**config.mk**
```make
export PLATFORM = sky130hd
export DESIGN_NAME = next_five_smooth_size
export DESIGN_NICKNAME = d
export VERILOG_FILES = /design/src/rtl/nfss_pkg.sv /design/src/rtl/nfss_datapath.sv /design/src/rtl/nfss_ctrl.sv /design/src/rtl/next_five_smooth_size.sv
export SDC_FILE = /design/constraint.sdc
export NUM_CORES = 1
export LEC_CHECK = 0
export BUFFER_PORTS_ARGS = -buffer_cell sky130_fd_sc_hd__buf_2
export CAP_MARGIN = 20
export CORE_UTILIZATION = 45
export CTS_BUF_LIST = sky130_fd_sc_hd__clkbuf_8
export CTS_CLUSTER_SIZE = 16
export DETAILED_ROUTE_END_ITERATION = 10
export GPL_ROUTABILITY_DRIVEN = 0
export SYNTH_ARGS = -nofsm -noshare
export SYNTH_HDL_FRONTEND = slang
export SYNTH_HIERARCHICAL = 1
export SYNTH_SLANG_ARGS = --single-unit
```
**constraint.sdc**
```tcl
create_clock -name clk -period 20.6 [get_ports clk]
set_clock_uncertainty 0.05 [all_clocks]
set_input_delay 3.09 -clock clk [delete_from_list [all_inputs] [get_ports clk]]
set_output_delay 3.09 -clock clk [all_outputs]
set_load 0.03 [all_outputs]
```
**src/rtl/nfss_pkg.sv**
```systemverilog
package nfss_pkg;

    // Width of a request; a result needs one more bit to reach 2^REQUEST_WIDTH.
    localparam int REQUEST_WIDTH = 16;
    localparam int VAL_W         = REQUEST_WIDTH + 1;

    // Exact division by 3 and 5 through a multiply by a rounded-up reciprocal.
    // With the shift three bits past the value width the quotient is exact.
    localparam int DIV_SHIFT = VAL_W + 3;
    localparam int RECIP_W   = VAL_W + 2;
    localparam int PROD_W    = VAL_W + RECIP_W;

    localparam logic [RECIP_W-1:0] RECIP3 =
        RECIP_W'(((64'd1 << DIV_SHIFT) + 64'd2) / 64'd3);
    localparam logic [RECIP_W-1:0] RECIP5 =
        RECIP_W'(((64'd1 << DIV_SHIFT) + 64'd4) / 64'd5);

    typedef enum logic [1:0] {
        PR_TWO,
        PR_THREE,
        PR_FIVE
    } prime_t;

    typedef enum logic {
        ST_IDLE,
        ST_SEARCH
    } state_t;

    typedef struct packed {
        logic load;
        logic step;
        logic publish;
    } nfss_cmd_t;

    typedef struct packed {
        logic found;
    } nfss_status_t;

endpackage

```
**src/rtl/nfss_datapath.sv**
```systemverilog
module nfss_datapath
    import nfss_pkg::*;
(
    input  logic                     clk,
    input  nfss_cmd_t                cmd,
    output nfss_status_t             status,
    input  logic [REQUEST_WIDTH-1:0] request_size,
    output logic [VAL_W-1:0]         smooth_size
);

    logic [VAL_W-1:0]   cand_reg, cand_next;
    logic [VAL_W-1:0]   rest_reg, rest_next;
    prime_t             prime_reg, prime_next;
    logic [VAL_W-1:0]   smooth_reg, smooth_next;

    logic [RECIP_W-1:0] recip;
    logic [PROD_W-1:0]  product;
    logic [VAL_W-1:0]   quot_odd;
    logic [VAL_W-1:0]   back;
    logic [VAL_W-1:0]   quotient;
    logic [VAL_W-1:0]   start;
    logic [VAL_W-1:0]   cand_inc;
    logic               divisible;
    logic               last_prime;

    // Trial division of the remaining cofactor by the current prime.
    always_comb
    begin
        recip    = (prime_reg == PR_THREE) ? RECIP3 : RECIP5;
        product  = PROD_W'(rest_reg) * PROD_W'(recip);
        quot_odd = {1'b0, product[PROD_W-1:DIV_SHIFT]};
        if (prime_reg == PR_THREE)
        begin
            back = quot_odd + {quot_odd[VAL_W-2:0], 1'b0};
        end
        else
        begin
            back = quot_odd + {quot_odd[VAL_W-3:0], 2'b00};
        end
        case (prime_reg)
            PR_TWO:
            begin
                divisible = ~rest_reg[0];
                quotient  = rest_reg >> 1;
            end
            PR_THREE, PR_FIVE:
            begin
                divisible = (back == rest_reg);
                quotient  = quot_odd;
            end
            default:
            begin
                divisible = 1'b0;
                quotient  = rest_reg;
            end
        endcase
        last_prime   = (prime_reg == PR_FIVE);
        status.found = last_prime && !divisible && (rest_reg == VAL_W'(1));
        start        = (request_size <= REQUEST_WIDTH'(1)) ? VAL_W'(1)
                                                           : {1'b0, request_size};
        cand_inc     = cand_reg + VAL_W'(1);
    end

    always_comb
    begin
        cand_next   = cand_reg;
        rest_next   = rest_reg;
        prime_next  = prime_reg;
        smooth_next = smooth_reg;
        if (cmd.load)
        begin
            cand_next  = start;
            rest_next  = start;
            prime_next = PR_TWO;
        end
        else if (cmd.step)
        begin
            if (divisible)
            begin
                rest_next = quotient;
            end
            else if (!last_prime)
            begin
                prime_next = (prime_reg == PR_TWO) ? PR_THREE : PR_FIVE;
            end
            else
            begin
                // Cofactor left over: advance to the next candidate.
                cand_next  = cand_inc;
                rest_next  = cand_inc;
                prime_next = PR_TWO;
            end
        end
        if (cmd.publish)
        begin
            smooth_next = cand_reg;
        end
    end

    always_ff @(posedge clk)
    begin
        cand_reg   <= cand_next;
        rest_reg   <= rest_next;
        prime_reg  <= prime_next;
        smooth_reg <= smooth_next;
    end

    assign smooth_size = smooth_reg;

endmodule

```
**src/rtl/nfss_ctrl.sv**
```systemverilog
module nfss_ctrl
    import nfss_pkg::*;
(
    input  logic         clk,
    input  logic         rst_n,
    input  logic         in_valid,
    output logic         in_ready,
    output logic         out_valid,
    input  logic         out_ready,
    input  nfss_status_t status,
    output nfss_cmd_t    cmd
);

    state_t state_reg, state_next;
    logic   out_full_reg, out_full_next;
    logic   slot_free;

    assign slot_free = !out_full_reg || out_ready;

    always_comb
    begin
        state_next = state_reg;
        case (state_reg)
            ST_IDLE:
            begin
                if (in_valid)
                begin
                    state_next = ST_SEARCH;
                end
            end
            ST_SEARCH:
            begin
                if (status.found && slot_free)
                begin
                    state_next = ST_IDLE;
                end
            end
            default:
            begin
                state_next = ST_IDLE;
            end
        endcase
    end

    always_comb
    begin
        cmd      = '0;
        in_ready = 1'b0;
        case (state_reg)
            ST_IDLE:
            begin
                in_ready = 1'b1;
                cmd.load = in_valid;
            end
            ST_SEARCH:
            begin
                if (status.found)
                begin
                    cmd.publish = slot_free;
                end
                else
                begin
                    cmd.step = 1'b1;
                end
            end
            default:
            begin
                cmd = '0;
            end
        endcase
    end

    always_comb
    begin
        if (cmd.publish)
        begin
            out_full_next = 1'b1;
        end
        else if (out_ready)
        begin
            out_full_next = 1'b0;
        end
        else
        begin
            out_full_next = out_full_reg;
        end
    end

    always_ff @(posedge clk or negedge rst_n)
    begin
        if (!rst_n)
        begin
            state_reg    <= ST_IDLE;
            out_full_reg <= 1'b0;
        end
        else
        begin
            state_reg    <= state_next;
            out_full_reg <= out_full_next;
        end
    end

    assign out_valid = out_full_reg;

    a_publish_found : assert property (@(posedge clk) disable iff (!rst_n)
        cmd.publish |-> (status.found && state_reg == ST_SEARCH))
        else $error("result published before search finished");

    a_publish_valid : assert property (@(posedge clk) disable iff (!rst_n)
        cmd.publish |=> (out_valid && state_reg == ST_IDLE))
        else $error("published result not presented");

    a_search_steps : assert property (@(posedge clk) disable iff (!rst_n)
        (state_reg == ST_SEARCH && !status.found) |-> cmd.step)
        else $error("search stalled without a result");

    a_load_search : assert property (@(posedge clk) disable iff (!rst_n)
        cmd.load |=> (state_reg == ST_SEARCH))
        else $error("accepted request not searched");

endmodule

```
**src/rtl/next_five_smooth_size.sv**
```systemverilog
// Throughput: one request at a time; the search loop over candidates in the
// single-step trial-division datapath (one divide per cycle) sets the rate.
// A finished result waits in an output register while the next request is taken.
// Reset (rst_n, asynchronous, active low) clears the controller and output valid.
module next_five_smooth_size
    import nfss_pkg::*;
(
    input  logic                     clk,
    input  logic                     rst_n,
    input  logic                     in_valid,
    output logic                     in_ready,
    input  logic [REQUEST_WIDTH-1:0] request_size,
    output logic                     out_valid,
    input  logic                     out_ready,
    output logic [VAL_W-1:0]         smooth_size
);

    // Command and status between the sequencer and the trial-division datapath.
    nfss_cmd_t    cmd;
    nfss_status_t status;

    // The controller accepts a transaction in idle, issues one trial-division step
    // per cycle while searching, and publishes the result into the output
    // register once the datapath flags a 5-smooth candidate and the slot is free.
    nfss_ctrl u_ctrl (
        .clk       (clk),
        .rst_n     (rst_n),
        .in_valid  (in_valid),
        .in_ready  (in_ready),
        .out_valid (out_valid),
        .out_ready (out_ready),
        .status    (status),
        .cmd       (cmd)
    );

    // The datapath holds the candidate, its remaining cofactor and the current
    // prime; each step divides the cofactor by the prime or moves on, and steps
    // to the next candidate when a cofactor other than one is left after five.
    nfss_datapath u_datapath (
        .clk          (clk),
        .cmd          (cmd),
        .status       (status),
        .request_size (request_size),
        .smooth_size  (smooth_size)
    );

endmodule

```
After elaboration in Yosys (flattened, before gate mapping). Index checks and enable logic that the tools add are counted.

$add $sub $neg: 3. Multiply operators: 1. $lt $le $gt $ge: 1. Equal/unequal tests: 6. Multiplexer cells: 24. Bitwise gates (word level): 3. Reduce and logical (&&, ||, !) cells: 15.

Operators with widths (count): 17-bit 2-to-1 mux (8); 17-bit by 19-bit multiplier with 36-bit output (1); 16-bit by 17-bit adder with 17-bit output (2); 17-bit case mux with 2 select lines (1); 19-bit 2-to-1 mux (1); 17-bit by 1-bit adder with 17-bit output (second input constant) (1); 17-bit by 1-bit == test with 1-bit output (second input constant) (1); 17-bit == test (1); 16-bit by 1-bit <= comparator with 1-bit output (second input constant) (1); 16-bit 2-to-1 mux (1); 1-bit 2-to-1 mux (8); 2-bit 2-to-1 mux (3); 3-bit AND reduction (2); 2-bit nonzero test (3); 4-bit inequality test (second input constant) (1); 1-bit case mux with 2 select lines (2); 1-bit logical AND (3); 1-bit inverter (3); 3-bit nonzero test (1); 2-bit by 1-bit == test with 1-bit output (second input constant) (1); 2-bit == test (second input constant) (1); 1-bit zero test (2); 2-bit zero test (1); 2-bit inequality test (second input constant) (1); 3 further kinds (3).

Flip-flop bits (word level): 55. Bits of input ports: 20.

Depth between registers and ports, before layout.
Word-level depth: 14. Gate-level depth with buffers: 49. Gate-level depth less buffers: 46.

Cells and area by module. The synthesis kept the hierarchy.

Modules (own cells, without submodules): nfss_datapath (instances 1, cells an instance 1210, area an instance 11010.6 µm²); nfss_ctrl (instances 1, cells an instance 12, area an instance 111.4 µm²).

Least setup slack after synthesis. No wires, ideal clock.

Kind: register to register. Start: reg u_datapath.prime_reg[1]. End: reg u_datapath.cand_reg[0] (enable). Library setup time: 0.415 ns. Arrival time: 11.265 ns. Required time: 20.135 ns. Setup slack: 8.871 ns. Stages on the path, launching flop included: 44. Path buffers: 4. Clock period less this slack: 11.729 ns. Cells stage by stage: dfxtp_1 > inv_1 > ha_1 > clkbuf_1 > buf_1 > buf_1 > nor2_1 > fa_1 > inv_1 > fa_1 > inv_1 > fa_1 > fa_1 > fa_1 > inv_1 > fa_1 > inv_1 > ha_1 > [... 8 more ...] > ha_1 > o2111a_1 > or4b_1 > a311oi_1 > a21oi_1 > nor2_1 > nor2_1 > nor3_1 > or4_1 > a31oi_1 > o31a_1 > or4_1 > buf_2 > nand3_1 > nor3_1 > nor2_1 > inv_1 > o21ai_0.

RTL lines: start, declared (line nfss_datapath.sv:13) `prime_t prime_reg, prime_next;`; start signal, assigned (line nfss_datapath.sv:104) `prime_reg <= prime_next;`; end signal, assigned (line nfss_datapath.sv:102) `cand_reg <= cand_next;`; end, declared (line nfss_datapath.sv:11) `logic [VAL_W-1:0] cand_reg, cand_next;`.

==> qor.txt <==
Status: complete, no violations
Synthesized area: 11100 sq um
Hold Path Class: flop to flop
Core Area: 24200 sq um
R2R Setup Slk: 8.13 ns
Number of flops mapped to enable cells by yosys: 51
Final setup vio count: 0
Final critical-path required period: 12.47 ns
Critical path endpoint: u_datapath/rest_reg[10]$_DFFE_PP_
Avg Vias per Cell: 5.75
Die Ht: 159 microns
Drt wl/cell: 19.8 microns
First-pass GRT wire length: 49.9 mm
Sequential-to-total area share from yosys stat: 0.146
CP most frequent cell: fa_1
Hpwl dp: 25.8 mm
Antenna diode instance count: 0
CTS resizes: 0
WP data required: 20.50 ns
Max-cap violation count: 0
Tcrit/Tclk final: 0.605
GRT Overall Usage: 0.252
Top cells by area, synth: fa_1 21%, ha_1 18%, edfxtp_1 14%
Vias: 8987
Syn_area_per_cell: 9.10 sq um
Setup crit start kind: flop
Most common cell after layout, fill and taps aside: inv_1
Fin nets: 1534
Clock slew at reported path FFs: 0.10 ns
Worst R2R End: u_datapath/rest_reg[10]$_DFFE_PP_
Commonest cells after routing, fill and taps aside: 194 x inv_1, 159 x ha_1, 117 x fa_1
Vias in the first global route: 8824
Bufs on Longest Clock Path: 2
TritonCTS clock tree: done
# IOs: 39
Placement Rows: 57
Initial core utilization: 0.459
Antenna-violating nets left: 0
Synth warnings: 6
RSZ-0062 raised after global routing: false
Die W: 159 microns
Initial antenna violation count: 0
Clock root cell: clkbuf_8
Critical-path top delay cell: or4_1
Clk Latency, worst-skew pair: 0.32 ns
CP endpoint kind: flop
Initial DRT Pass Iterations: 5
IO Port Bufs: 38
Final hold violation count: 0
Setup tns final: 0 ns
CP Launch Point: u_datapath/prime_reg[1]$_SDFFE_PP0P_
Crit path DAT: 12.37 ns
Post-CTS Setup Inserts: 0
Area leader, netlist: fa_1
Slew headroom: 0.386
CP Max Fanout: 32
Drt total wl: 31.0 mm
Depth of the most critical reg-to-reg path: 39
Gate Count Post-Synth: 1222
Cts bufs inserted: 5
Slew at the pin with the worst max-slew slack: 0.920 ns
Total grt overflow: 0
Number of distinct library cells after synthesis: 87
Max-slew violations: 0
CTS HTree Levels: 2
FF+latch count, synth: 55
Layout cells sized above 1: 0.0718
DIE AREA: 25300 sq um
Hold buffers post-CTS: 0
Clk sinks: 55
Top FF cell, synth: edfxtp_1
Post-synth ARST share: 0.0364
Syn nets: 1518
Critical path class: flop to flop
Share of the synthesized area in the top cell type: 0.211
Reg2reg start: u_datapath/prime_reg[1]$_SDFFE_PP0P_
Slowest stage delay, CP: 0.67 ns
Fmax: 80.2 MHz
Initial drt markers: 692
Fill cell count: 2372
Residual DRC count: 0
Largest net degree at the start of global routing: 33
Area growth, synth to finish: 5.44%
==> how the worst min path moves through the flow <==
stage | startpoint | end | slack (ns) | cells after the start
6_report | u_datapath/cand_reg[1]$_DFFE_PP_ | u_datapath/smooth_size[1]$_DFFE_PP_ | 0.45 | 0
5_1_grt | u_datapath/cand_reg[16]$_SDFFCE_PP0P_ | u_datapath/smooth_size[16]$_DFFE_PP_ | 0.47 | 0
4_1_cts | u_datapath/cand_reg[16]$_SDFFCE_PP0P_ | u_datapath/smooth_size[16]$_DFFE_PP_ | 0.45 | 0
3_5_place_dp | u_datapath/cand_reg[1]$_DFFE_PP_ | u_datapath/smooth_size[1]$_DFFE_PP_ | 0.42 | 0
3_3_place_gp | u_datapath/cand_reg[1]$_DFFE_PP_ | u_datapath/smooth_size[1]$_DFFE_PP_ | 0.42 | 0
2_1_floorplan | u_datapath/cand_reg[2]$_DFFE_PP_ | u_datapath/smooth_size[2]$_DFFE_PP_ | 0.37 | 0
==> stage by stage <==
| stage | area, sq um | instances | worst slack [ns] | hold WS, ns | utilization |
|---|---|---|---|---|---|
| 6_report | 11700 | 1563 | 8.13 | 0.449 | 0.484 |
| 5_1_grt | 11700 | 1563 | 7.38 | 0.470 | 0.484 |
| 3_5_place_dp | 11600 | 1555 | 8.29 | 0.419 | 0.480 |
| 3_3_place_gp | 11600 | 1555 | 8.51 | 0.422 | 0.480 |
| 2_1_floorplan | 11100 | 1222 | 8.87 | 0.374 | - |
| 4_1_cts | 11700 | 1563 | 8.23 | 0.455 | 0.484 |
==> layer usage <==
metal / wire length (microns) / share of wire / up-vias / track usage
met4: 682 / 0.022 / 0 / 0.0568
met3: 2190 / 0.071 / 48 / 0.0320
met5: 0 / 0 / - / 0
li1: - / - / 4257 / -
met1: 14600 / 0.47 / 4375 / 0.378
met2: 13500 / 0.44 / 307 / 0.384
==> synth_stat cells (all sizes together) (6+ instances only) <==
master and n:
nor3 16, a21oi 60, o21ai 33, buf 9
nor2b 21, a21o 16, nand2b 11, ha 159
o21a 11, nand3 34, clkbuf 28, fa 117
o211ai 13, edfxtp 51, a211oi 11, nand4 17
mux2 14, a31oi 15, xor2 30, nor2 72
nor4 10, a221oi 8, nand2 76, or4 6
and2 24, xnor2 56, mux2i 9, and3 16
inv 195
==> critical path: cells and delay by family (launching register included) <==
kind	cells	cell delay, ns
AO/OA/AOI/OAI	9	2.47
XOR/XNOR	2	0.65
adder cells (fa/ha/maj)	9	4.18
buffers and inverters	6	1.10
flip-flops	1	0.38
AND/OR/NAND/NOR	13	3.28
==> kinds of logic (layout without fill, tap and decap cells) <==
| kind of cell | count (synthesis) | after routing | share of synthesized area |
|---|---|---|---|
| AND/OR/NAND/NOR | 321 | 321 | 0.148 |
| adder cells (fa/ha/maj) | 279 | 279 | 0.392 |
| buffers and inverters | 232 | 249 | 0.0790 |
| AO/OA/AOI/OAI | 225 | 225 | 0.141 |
| XOR/XNOR | 87 | 87 | 0.0714 |
| flip-flops | 55 | 55 | 0.146 |
| multiplexers | 23 | 23 | 0.0226 |
==> layout make-up <==
cell class                      count  area, sq um  area share
Sequential cell                    55         1620       0.138
Tap cell                          324          405      0.0346
Timing Repair Buffer               46          250      0.0213
Clock inverter                      3         27.5     0.00235
Inverter                          195          732      0.0624
Multi-Input combinational cell    935         8620       0.735
Clock buffer                        5         68.8     0.00587
Power is not shown: default switching activity piles up to over one toggle a cycle in this logic, so the estimate is an artifact.
